## src/rtl/zlc_pkg.sv

```systemverilog
// Shared types, widths and the zoom step table of the zoom level controller.
// Used by zlc_div, zlc_seq and zoom_level_controller_core.
`default_nettype none
package zlc_pkg;

    localparam int DIM_BITS     = 16;
    localparam int FRAC_BITS    = 16;
    localparam int IZ_BITS      = 8 + FRAC_BITS;
    localparam int SZ_BITS      = 16 + FRAC_BITS;
    localparam int LVL_BITS     = 5;
    localparam int LEVEL_COUNT  = 25;
    localparam int DEF_LVL      = 13;
    localparam int DIV_BITS     = IZ_BITS + DIM_BITS + 1;
    localparam int DIV_CNT_BITS = $clog2(DIV_BITS + 1);
    localparam int PROD_BITS    = SZ_BITS + DIM_BITS;

    localparam logic [IZ_BITS-1:0] ONE_Q = IZ_BITS'(1) << FRAC_BITS;

    typedef enum logic [1:0] {
        OP_ZOOM_IN  = 2'd0,
        OP_ZOOM_OUT = 2'd1,
        OP_SET_MODE = 2'd2,
        OP_COMPUTE  = 2'd3
    } opcode_t;

    typedef enum logic [1:0] {
        MODE_FREE = 2'd0,
        MODE_FIT  = 2'd1,
        MODE_FULL = 2'd2,
        MODE_BAD  = 2'd3
    } mode_t;

    typedef enum logic [1:0] {
        POL_ANY     = 2'd0,
        POL_ENLARGE = 2'd1,
        POL_REDUCE  = 2'd2,
        POL_UNUSED  = 2'd3
    } policy_t;

    localparam logic [0:0] REG_FIT_POLICY = 1'b0;

    typedef struct packed {
        logic                start;
        logic [DIV_BITS-1:0] dividend;
        logic [DIM_BITS-1:0] divisor;
    } div_req_t;

    typedef struct packed {
        logic                busy;
        logic [DIV_BITS-1:0] quotient;
    } div_rsp_t;

    typedef struct packed {
        logic [DIM_BITS-1:0] shown_h;
        logic [DIM_BITS-1:0] shown_w;
        logic [SZ_BITS-1:0]  surface_zoom;
        logic [IZ_BITS-1:0]  image_zoom;
        logic [LVL_BITS-1:0] level_now;
        logic [1:0]          mode_now;
        logic                bad_mode;
        logic                step_done;
    } result_t;

    function automatic logic [IZ_BITS-1:0] step_value(input logic [LVL_BITS-1:0] idx);
        logic [IZ_BITS-1:0] v;
        unique case (idx)
            5'd0:    v = IZ_BITS'(655);
            5'd1:    v = IZ_BITS'(1311);
            5'd2:    v = IZ_BITS'(1966);
            5'd3:    v = IZ_BITS'(3277);
            5'd4:    v = IZ_BITS'(4588);
            5'd5:    v = IZ_BITS'(6554);
            5'd6:    v = IZ_BITS'(8192);
            5'd7:    v = IZ_BITS'(9830);
            5'd8:    v = IZ_BITS'(13107);
            5'd9:    v = IZ_BITS'(16384);
            5'd10:   v = IZ_BITS'(19661);
            5'd11:   v = IZ_BITS'(32768);
            5'd12:   v = IZ_BITS'(45875);
            5'd13:   v = IZ_BITS'(65536);
            5'd14:   v = IZ_BITS'(98304);
            5'd15:   v = IZ_BITS'(131072);
            5'd16:   v = IZ_BITS'(196608);
            5'd17:   v = IZ_BITS'(327680);
            5'd18:   v = IZ_BITS'(458752);
            5'd19:   v = IZ_BITS'(655360);
            5'd20:   v = IZ_BITS'(1310720);
            5'd21:   v = IZ_BITS'(1966080);
            5'd22:   v = IZ_BITS'(3276800);
            5'd23:   v = IZ_BITS'(4587520);
            default: v = IZ_BITS'(6553600);
        endcase
        return v;
    endfunction

endpackage
`default_nettype wire

```

## src/rtl/zoom_level_controller_core.sv

```systemverilog
// Top level of the zoom level controller: stream ports, APB register, output beat register.
// Depends on zlc_pkg and zlc_seq (which holds zlc_div).
//
// One beat at a time. Zoom in/out from fit mode first scans the step table, one table step
// per cycle. In fit mode, compute runs the shared bit-serial divider for the two fit ratios,
// and in every mode for the surface zoom when surface_w is nonzero; the single 32x16
// multiplier is used three times in turn.
// A finished beat waits in the output register while the next beat is accepted.
`default_nettype none
module zoom_level_controller_core
    import zlc_pkg::*;
(
    input  wire logic         clk,
    input  wire logic         rst_n,
    input  wire logic         s_tvalid,
    output logic              s_tready,
    // mode_value[1:0], view_w[17:2], view_h[33:18], surface_w[49:34],
    // surface_h[65:50], image_w[81:66], image_h[97:82], zero[103:98]
    input  wire logic [103:0] s_tdata,
    // opcode[1:0]
    input  wire logic [1:0]   s_tuser,
    output logic              m_tvalid,
    input  wire logic         m_tready,
    // step_done[0], bad_mode[1], mode_now[3:2], level_now[8:4], image_zoom[32:9],
    // surface_zoom[64:33], shown_w[80:65], shown_h[96:81], zero[103:97]
    output logic [103:0]      m_tdata,
    input  wire logic         psel,
    input  wire logic         penable,
    input  wire logic         pwrite,
    input  wire logic [2:0]   paddr,
    input  wire logic [31:0]  pwdata,
    output logic [31:0]       prdata,
    output logic              pready
);

    logic          policy_we;
    logic [1:0]    policy_reg, policy_next;
    logic          m_valid_reg, m_valid_next;
    logic [103:0]  m_data_reg, m_data_next;
    logic          seq_idle;
    logic          res_load;
    logic          out_free;
    result_t       res;

    assign pready    = 1'b1;
    assign policy_we = psel && penable && pwrite && (paddr[2] == REG_FIT_POLICY);
    assign prdata    = (paddr[2] == REG_FIT_POLICY) ? {30'b0, policy_reg} : 32'b0;

    always_comb
    begin
        policy_next = policy_reg;
        if (policy_we)
            policy_next = pwdata[1:0];
    end

    assign out_free = !m_valid_reg || m_tready;

    zlc_seq u_seq (
        .clk        (clk),
        .rst_n      (rst_n),
        .start      (s_tvalid && s_tready),
        .opcode     (s_tuser),
        .mode_value (s_tdata[1:0]),
        .view_w     (s_tdata[17:2]),
        .view_h     (s_tdata[33:18]),
        .surface_w  (s_tdata[49:34]),
        .surface_h  (s_tdata[65:50]),
        .image_w    (s_tdata[81:66]),
        .image_h    (s_tdata[97:82]),
        .fit_policy (policy_reg),
        .out_free   (out_free),
        .idle       (seq_idle),
        .res_load   (res_load),
        .res        (res)
    );

    assign s_tready = seq_idle;

    always_comb
    begin
        m_valid_next = m_valid_reg;
        m_data_next  = m_data_reg;
        if (m_valid_reg && m_tready)
            m_valid_next = 1'b0;
        if (res_load)
        begin
            m_valid_next = 1'b1;
            m_data_next  = {7'b0, res};
        end
    end

    always_ff @(posedge clk or negedge rst_n)
    begin
        if (!rst_n)
        begin
            policy_reg  <= POL_ANY;
            m_valid_reg <= 1'b0;
        end
        else
        begin
            policy_reg  <= policy_next;
            m_valid_reg <= m_valid_next;
        end
    end

    always_ff @(posedge clk)
    begin
        m_data_reg <= m_data_next;
    end

    assign m_tvalid = m_valid_reg;
    assign m_tdata  = m_data_reg;

endmodule
`default_nettype wire

```

## src/rtl/zlc_div.sv

```systemverilog
// Bit-serial restoring divider, one quotient bit per cycle, MSB first.
// Depends on zlc_pkg for widths and the request/response structs.
`default_nettype none
module zlc_div
    import zlc_pkg::*;
(
    input  wire logic     clk,
    input  wire logic     rst_n,
    input  wire div_req_t req,
    output div_rsp_t      rsp
);

    logic [DIV_BITS-1:0]     q_reg, q_next;
    logic [DIM_BITS:0]       rem_reg, rem_next;
    logic [DIM_BITS-1:0]     dvs_reg, dvs_next;
    logic [DIV_CNT_BITS-1:0] cnt_reg, cnt_next;
    logic [DIM_BITS+1:0]     rem_sh;

    always_comb
    begin
        q_next   = q_reg;
        rem_next = rem_reg;
        dvs_next = dvs_reg;
        cnt_next = cnt_reg;
        rem_sh   = {rem_reg, q_reg[DIV_BITS-1]};
        if (req.start)
        begin
            q_next   = req.dividend;
            rem_next = '0;
            dvs_next = req.divisor;
            cnt_next = DIV_CNT_BITS'(DIV_BITS);
        end
        else if (cnt_reg != '0)
        begin
            if (rem_sh >= {2'b00, dvs_reg})
            begin
                rem_next = (DIM_BITS+1)'(rem_sh - {2'b00, dvs_reg});
                q_next   = {q_reg[DIV_BITS-2:0], 1'b1};
            end
            else
            begin
                rem_next = rem_sh[DIM_BITS:0];
                q_next   = {q_reg[DIV_BITS-2:0], 1'b0};
            end
            cnt_next = cnt_reg - 1'b1;
        end
    end

    always_ff @(posedge clk or negedge rst_n)
    begin
        if (!rst_n)
        begin
            cnt_reg <= '0;
        end
        else
        begin
            cnt_reg <= cnt_next;
        end
    end

    always_ff @(posedge clk)
    begin
        q_reg   <= q_next;
        rem_reg <= rem_next;
        dvs_reg <= dvs_next;
    end

    assign rsp.busy     = (cnt_reg != '0);
    assign rsp.quotient = q_reg;

endmodule
`default_nettype wire

```

## src/rtl/zlc_seq.sv

```systemverilog
// Sequencer and datapath: zoom state, table scan, fit scale, surface zoom, shown sizes.
// Depends on zlc_pkg and drives one zlc_div instance.
`default_nettype none
module zlc_seq
    import zlc_pkg::*;
(
    input  wire logic                  clk,
    input  wire logic                  rst_n,
    input  wire logic                  start,
    input  wire logic [1:0]            opcode,
    input  wire logic [1:0]            mode_value,
    input  wire logic [DIM_BITS-1:0]   view_w,
    input  wire logic [DIM_BITS-1:0]   view_h,
    input  wire logic [DIM_BITS-1:0]   surface_w,
    input  wire logic [DIM_BITS-1:0]   surface_h,
    input  wire logic [DIM_BITS-1:0]   image_w,
    input  wire logic [DIM_BITS-1:0]   image_h,
    input  wire logic [1:0]            fit_policy,
    input  wire logic                  out_free,
    output logic                       idle,
    output logic                       res_load,
    output result_t                    res
);

    typedef enum logic [10:0] {
        S_IDLE  = 11'b000_0000_0001,
        S_SCAN  = 11'b000_0000_0010,
        S_STEP  = 11'b000_0000_0100,
        S_DIVA  = 11'b000_0000_1000,
        S_DIVB  = 11'b000_0001_0000,
        S_FIT   = 11'b000_0010_0000,
        S_MULI  = 11'b000_0100_0000,
        S_DIVS  = 11'b000_1000_0000,
        S_MULW  = 11'b001_0000_0000,
        S_MULH  = 11'b010_0000_0000,
        S_SHOWH = 11'b100_0000_0000
    } state_t;

    state_t               state_reg, state_next;
    logic                 out_pend_reg, out_pend_next;
    logic [1:0]           mode_reg, mode_next;
    logic [LVL_BITS-1:0]  level_reg, level_next;
    logic [IZ_BITS-1:0]   fit_reg, fit_next;
    logic [LVL_BITS-1:0]  idx_reg, idx_next;
    logic                 go_reg, go_next;

    logic [1:0]           op_reg, op_next;
    logic [DIM_BITS-1:0]  vw_reg, vw_next, vh_reg, vh_next;
    logic [DIM_BITS-1:0]  sw_reg, sw_next, sh_reg, sh_next;
    logic [DIM_BITS-1:0]  iw_reg, iw_next, ih_reg, ih_next;
    logic [SZ_BITS-1:0]   a_reg, a_next;
    logic [IZ_BITS-1:0]   iz_reg, iz_next;
    logic [PROD_BITS-1:0] prod_reg, prod_next;
    logic [SZ_BITS-1:0]   sz_reg, sz_next;
    logic [DIM_BITS-1:0]  ow_reg, ow_next, oh_reg, oh_next;
    logic                 done_reg, done_next, bad_reg, bad_next;

    logic [SZ_BITS-1:0]   mul_a;
    logic [DIM_BITS-1:0]  mul_b;
    logic [PROD_BITS-1:0] mul_p;
    logic [SZ_BITS-1:0]   smin;
    logic [IZ_BITS-1:0]   ssat;
    logic [SZ_BITS:0]     rnd;
    logic [DIM_BITS-1:0]  view_sel;
    logic [DIM_BITS-1:0]  shown;
    div_req_t             dreq;
    div_rsp_t             drsp;

    zlc_div u_div (
        .clk   (clk),
        .rst_n (rst_n),
        .req   (dreq),
        .rsp   (drsp)
    );

    assign mul_p = mul_a * mul_b;

    always_comb
    begin
        unique case (state_reg)
            S_MULI:  mul_a = SZ_BITS'(iz_reg);
            default: mul_a = sz_reg;
        endcase
        unique case (state_reg)
            S_MULI:  mul_b = iw_reg;
            S_MULW:  mul_b = sw_reg;
            default: mul_b = sh_reg;
        endcase
    end

    always_comb
    begin
        dreq.start = go_reg;
        unique case (state_reg)
            S_DIVA:
            begin
                dreq.dividend = DIV_BITS'({vw_reg, {FRAC_BITS{1'b0}}});
                dreq.divisor  = iw_reg;
            end
            S_DIVB:
            begin
                dreq.dividend = DIV_BITS'({vh_reg, {FRAC_BITS{1'b0}}});
                dreq.divisor  = ih_reg;
            end
            default:
            begin
                dreq.dividend = DIV_BITS'(prod_reg) + DIV_BITS'(sw_reg >> 1);
                dreq.divisor  = sw_reg;
            end
        endcase
    end

    always_comb
    begin
        smin = (a_reg < drsp.quotient[SZ_BITS-1:0]) ? a_reg : drsp.quotient[SZ_BITS-1:0];
        if (smin > SZ_BITS'({IZ_BITS{1'b1}}))
            ssat = {IZ_BITS{1'b1}};
        else
            ssat = smin[IZ_BITS-1:0];
        if (fit_policy == POL_ENLARGE && ssat < ONE_Q)
            ssat = ONE_Q;
        if (fit_policy == POL_REDUCE && ssat > ONE_Q)
            ssat = ONE_Q;
        rnd      = (SZ_BITS+1)'((prod_reg + PROD_BITS'(1 << (FRAC_BITS - 1))) >> FRAC_BITS);
        view_sel = (state_reg == S_MULH) ? vw_reg : vh_reg;
        shown    = (rnd < (SZ_BITS+1)'(view_sel)) ? rnd[DIM_BITS-1:0] : view_sel;
    end

    always_comb
    begin
        state_next    = state_reg;
        out_pend_next = out_pend_reg;
        mode_next     = mode_reg;
        level_next    = level_reg;
        fit_next      = fit_reg;
        idx_next      = idx_reg;
        go_next       = 1'b0;
        op_next       = op_reg;
        vw_next       = vw_reg;
        vh_next       = vh_reg;
        sw_next       = sw_reg;
        sh_next       = sh_reg;
        iw_next       = iw_reg;
        ih_next       = ih_reg;
        a_next        = a_reg;
        iz_next       = iz_reg;
        prod_next     = prod_reg;
        sz_next       = sz_reg;
        ow_next       = ow_reg;
        oh_next       = oh_reg;
        done_next     = done_reg;
        bad_next      = bad_reg;
        res_load      = 1'b0;

        unique case (state_reg)
            S_IDLE:
            begin
                if (out_pend_reg && out_free)
                begin
                    res_load      = 1'b1;
                    out_pend_next = 1'b0;
                end
                else if (start)
                begin
                    op_next   = opcode;
                    vw_next   = view_w;
                    vh_next   = view_h;
                    sw_next   = surface_w;
                    sh_next   = surface_h;
                    iw_next   = image_w;
                    ih_next   = image_h;
                    done_next = 1'b0;
                    bad_next  = 1'b0;
                    iz_next   = '0;
                    sz_next   = '0;
                    ow_next   = '0;
                    oh_next   = '0;
                    unique case (opcode)
                        OP_ZOOM_IN, OP_ZOOM_OUT:
                        begin
                            mode_next  = MODE_FREE;
                            state_next = S_STEP;
                            if (mode_reg == MODE_FULL)
                                level_next = LVL_BITS'(DEF_LVL);
                            if (mode_reg == MODE_FIT)
                            begin
                                level_next = '0;
                                idx_next   = LVL_BITS'(1);
                                state_next = S_SCAN;
                            end
                        end
                        OP_SET_MODE:
                        begin
                            if (mode_value == MODE_BAD)
                                bad_next = 1'b1;
                            else
                                mode_next = mode_value;
                            out_pend_next = 1'b1;
                        end
                        default:
                        begin
                            if (image_w == '0 || image_h == '0)
                                out_pend_next = 1'b1;
                            else if (mode_reg == MODE_FIT)
                            begin
                                go_next    = 1'b1;
                                state_next = S_DIVA;
                            end
                            else
                            begin
                                iz_next    = (mode_reg == MODE_FULL) ? ONE_Q
                                                                     : step_value(level_reg);
                                state_next = S_MULI;
                            end
                        end
                    endcase
                end
            end
            S_SCAN:
            begin
                if (idx_reg == LVL_BITS'(LEVEL_COUNT))
                    state_next = S_STEP;
                else if (fit_reg >= step_value(idx_reg))
                begin
                    level_next = idx_reg;
                    idx_next   = idx_reg + 1'b1;
                end
                else
                    state_next = S_STEP;
            end
            S_STEP:
            begin
                if (op_reg == OP_ZOOM_IN)
                begin
                    if (level_reg < LVL_BITS'(LEVEL_COUNT - 1))
                    begin
                        level_next = level_reg + 1'b1;
                        done_next  = 1'b1;
                    end
                end
                else if (level_reg != '0)
                begin
                    level_next = level_reg - 1'b1;
                    done_next  = 1'b1;
                end
                out_pend_next = 1'b1;
                state_next    = S_IDLE;
            end
            S_DIVA:
            begin
                if (!go_reg && !drsp.busy)
                begin
                    a_next     = drsp.quotient[SZ_BITS-1:0];
                    go_next    = 1'b1;
                    state_next = S_DIVB;
                end
            end
            S_DIVB:
            begin
                if (!go_reg && !drsp.busy)
                    state_next = S_FIT;
            end
            S_FIT:
            begin
                iz_next    = ssat;
                fit_next   = ssat;
                state_next = S_MULI;
            end
            S_MULI:
            begin
                prod_next = mul_p;
                if (sw_reg != '0)
                begin
                    go_next    = 1'b1;
                    state_next = S_DIVS;
                end
                else
                    state_next = S_MULW;
            end
            S_DIVS:
            begin
                if (!go_reg && !drsp.busy)
                begin
                    if (drsp.quotient > DIV_BITS'({SZ_BITS{1'b1}}))
                        sz_next = {SZ_BITS{1'b1}};
                    else
                        sz_next = drsp.quotient[SZ_BITS-1:0];
                    state_next = S_MULW;
                end
            end
            S_MULW:
            begin
                prod_next  = mul_p;
                state_next = S_MULH;
            end
            S_MULH:
            begin
                ow_next    = shown;
                prod_next  = mul_p;
                state_next = S_SHOWH;
            end
            S_SHOWH:
            begin
                oh_next       = shown;
                out_pend_next = 1'b1;
                state_next    = S_IDLE;
            end
            default:
            begin
                state_next = S_IDLE;
            end
        endcase
    end

    always_ff @(posedge clk or negedge rst_n)
    begin
        if (!rst_n)
        begin
            state_reg    <= S_IDLE;
            out_pend_reg <= 1'b0;
            mode_reg     <= MODE_FREE;
            level_reg    <= LVL_BITS'(DEF_LVL);
            fit_reg      <= ONE_Q;
            go_reg       <= 1'b0;
        end
        else
        begin
            state_reg    <= state_next;
            out_pend_reg <= out_pend_next;
            mode_reg     <= mode_next;
            level_reg    <= level_next;
            fit_reg      <= fit_next;
            go_reg       <= go_next;
        end
    end

    always_ff @(posedge clk)
    begin
        idx_reg  <= idx_next;
        op_reg   <= op_next;
        vw_reg   <= vw_next;
        vh_reg   <= vh_next;
        sw_reg   <= sw_next;
        sh_reg   <= sh_next;
        iw_reg   <= iw_next;
        ih_reg   <= ih_next;
        a_reg    <= a_next;
        iz_reg   <= iz_next;
        prod_reg <= prod_next;
        sz_reg   <= sz_next;
        ow_reg   <= ow_next;
        oh_reg   <= oh_next;
        done_reg <= done_next;
        bad_reg  <= bad_next;
    end

    assign idle = (state_reg == S_IDLE) && !out_pend_reg;

    assign res.step_done    = done_reg;
    assign res.bad_mode     = bad_reg;
    assign res.mode_now     = mode_reg;
    assign res.level_now    = level_reg;
    assign res.image_zoom   = iz_reg;
    assign res.surface_zoom = sz_reg;
    assign res.shown_w      = ow_reg;
    assign res.shown_h      = oh_reg;

endmodule
`default_nettype wire
```

## config.mk

```make
export PLATFORM = sky130hd
export DESIGN_NAME = zoom_level_controller_core
export DESIGN_NICKNAME = d
export VERILOG_FILES = /design/src/rtl/zlc_pkg.sv /design/src/rtl/zoom_level_controller_core.sv /design/src/rtl/zlc_div.sv /design/src/rtl/zlc_seq.sv
export SDC_FILE = /design/constraint.sdc
export NUM_CORES = 2
export LEC_CHECK = 0
export BUFFER_PORTS_ARGS = -buffer_cell sky130_fd_sc_hd__buf_2
export CAP_MARGIN = 20
export CORE_MARGIN = 3
export CORE_UTILIZATION = 58
export CTS_CLUSTER_SIZE = 25
export DETAILED_ROUTE_END_ITERATION = 10
export PLACE_DENSITY = 0.77
export SLEW_MARGIN = 20
export SYNTH_ARGS = -nofsm -noshare
export SYNTH_HDL_FRONTEND = slang
export SYNTH_SLANG_ARGS = --single-unit
export TNS_END_PERCENT = 50
```

## constraint.sdc

```tcl
create_clock -name clk -period 14.4 [get_ports clk]
set_clock_uncertainty 0.2 [all_clocks]
set_input_delay 1.44 -clock clk [delete_from_list [all_inputs] [get_ports clk]]
set_output_delay 1.44 -clock clk [all_outputs]
set_load 0.02 [all_outputs]
```

==> results.toml <==
[worst_setup_path]
cp.arrival_ns = 10.32
cpMostUsedCell = "fa_1"
critPathKind = "reg -> reg"
worstReg2RegEnd = "u_seq.prod_reg[47]"
reg2regPathDepth = 29
cp_max_fo = 37
cp-startpoint = "u_seq.state_reg[4]"
ff2ff_setup_slack_ns = 4.23
critPathSlowestCell = "a21oi_4"
slowest_delay_ns = 0.91
crit_path_end_kind = "flip-flop"
r2r-start = "u_seq.state_reg[4]"
crit_required_ns = 14.55
worstSetupStartpointType = "flip-flop"

[cells_and_area]
mostFrequentLayoutCells = "583 x inv_1, 527 x nand2_1, 427 x edfxtp_1"
syn2layout_area_growth_pct = 9.04
layout.nets = 5135
largest_reg_flops = 97
drive_gt1_share_pct = 10.2
layout_commonest_cell = "inv_1"

[global_route]
gr-usage-all-layers_pct = 32.7
grt_pass1_wl_microns = 187000
grt_pass1_vias = 31600
grtUsageMet3_pct = 8.42
grt_max_degree = 69
antenna_found_initial = 5
grt_overflow_total = 0
grt-busiest-layer = "met2"
grt_use_met1_pct = 45.6
met2_usage_pct = 49.1

[floorplanning]
ioPinCount = 287
fp.dieW_microns = 275
coreArea_sq_um = 71600
placementRows = 98
die-area_sq_um = 75700
start_util_pct = 58.6
die_h_microns = 275

[timing]
slew_viol_final = 0
fin_crit_sh_pct = 70.6
tns_ns = 0
min_period_ns = 10.17
worst_pin_slew_ns = 1.18
hold_viol = 0
setup_violations = 0
grt_setup_unrepaired = "no"
slew_headroom_pct = 21.0
fmax_mhz = 98.3

[synth]
synth.distinct_cells = 94
synth-seq-cells = 520
synth-main-ff-cell = "edfxtp_1"
yosysWarnings = 0
syn_inst = 4166
synth_edf_count = 427
synth_async_sr_flop_share_pct = 10.2
ys_seq_area_share_pct = 35.6
synth.avg_cell_area_sq_um = 10.1
netlist_area_sq_um = 42000

[cts]
cts-root-buf = "clkbuf_16"
clock_latency_ns = 0.62
postCtsSetupBuffers = 0
cts_tree = "yes"
cts.sinks = 520
cts_resized = 0
postCtsHoldBufs = 0
cts_max_level = 2
clock_tree.buffer_depth = 3
cts_buffers = 55
path_clk_slew_ns = 0.06

[routing]
wl_per_cell_microns = 22.9
drt_iter0_drc = 3962
vias = 32500
drc = 0
viasPerCell = 6.11
ant_nets = 0
wirelength_microns = 122000
first_pass_iters = 8

[worst_hold_path]
hold_depth = 0
holdPathEnd = "m_tdata[75]"
min_from = "u_seq.ow_reg[10]"
holdCritPathClass = "reg -> reg"

[flow_run]
maxCapViolCount = 0

[status]
status = "finished, final reports clean"

[placed_design]
gp_congestion = 0.971
io_buffers = 210
dpl.hpwl_microns = 94000
[stage by stage]
stage / worst slack, ns / utilization [%] / instance area, sq um / instances / hold slack, ns
6_report: 4.23 / 63.9 / 45800 / 5327 / 0.217
2_1_floorplan: 5.99 / - / 42100 / 4202 / 0.200
5_1_grt: 3.77 / 63.9 / 45800 / 5321 / 0.225
4_1_cts: 4.40 / 63.9 / 45800 / 5320 / 0.214
3_5_place_dp: 4.44 / 61.4 / 44000 / 5218 / 0.205
3_3_place_gp: 4.54 / 61.4 / 43900 / 5217 / 0.202
[worst max-delay path: cells and delay by family (launching register included)]
| family | cells | cell delay (ns) |
|---|---|---|
| AOI/OAI and AO/OA | 8 | 3.28 |
| and+or+nand+nor | 7 | 1.47 |
| adders and majority gates | 7 | 3.50 |
| xor gates and xnor gates | 1 | 0.12 |
| DFF | 1 | 0.49 |
| buffers and inverters | 6 | 0.81 |
[logic make-up (layout without fill, tap and decap cells)]
family                   after synthesis  count (layout)  share of synthesized area (%)
AO/OA/AOI/OAI                        673             673                           10.6
XOR/XNOR                             117             117                           2.44
adder cells (fa/ha/maj)              662             662                           27.2
buffers and inverters                786             955                           7.45
flip-flops                           520             520                           35.6
multiplexers                          90              90                           2.24
other                                  2              44                         0.0179
AND/OR/NAND/NOR                     1316            1316                           14.4
[worst max path at each step]
stage,slack (ns),cells past startpoint,end
floorplan,5.99,30,u_seq.prod_reg[39]
global placement,4.54,29,u_seq.prod_reg[47]
detailed placement,4.44,29,u_seq.prod_reg[47]
CTS,4.40,29,u_seq.prod_reg[47]
global route,3.77,29,u_seq.prod_reg[47]
finish,4.23,29,u_seq.prod_reg[47]
[cell usage after synthesis (48+ instances only)]
| master | number | area [sq um] |
|---|---|---|
| inv_1 | 584 | 2190 |
| nand2_1 | 527 | 1980 |
| edfxtp_1 | 427 | 12800 |
| fa_1 | 421 | 8430 |
| nor2_1 | 337 | 1260 |
| ha_1 | 240 | 3000 |
| a21oi_1 | 137 | 686 |
| clkbuf_1 | 133 | 499 |
| o21ai_0 | 132 | 661 |
| nor3_1 | 113 | 566 |
| a21o_1 | 77 | 578 |
| nand3_1 | 74 | 370 |
| xnor2_1 | 66 | 578 |
| mux2i_1 | 58 | 581 |
| o21a_1 | 54 | 405 |
| xor2_1 | 51 | 447 |
| a211oi_1 | 48 | 360 |
| dfrtp_1 | 48 | 1200 |
[routing by layer]
metal,up-vias,part of all wire [%]
li1,14400,-
met1,16000,39
met2,1869,44
met3,302,12
met4,8,4.6
met5,-,0.043
[final cells by class]
class / count / area [sq um]
antenna: 6 / 15.0
tap: 950 / 1190
clock inverter: 31 / 325
inverter: 584 / 2190
clock buffer: 71 / 1480
sequential: 520 / 15000
timing repair buffer: 269 / 1500
multi-input combinational: 2896 / 24100
fill: 5777 / 25800
Power is left out: the tool's default activity adds up to more than one toggle a clock period on the data nets, which glitch-free logic cannot reach.
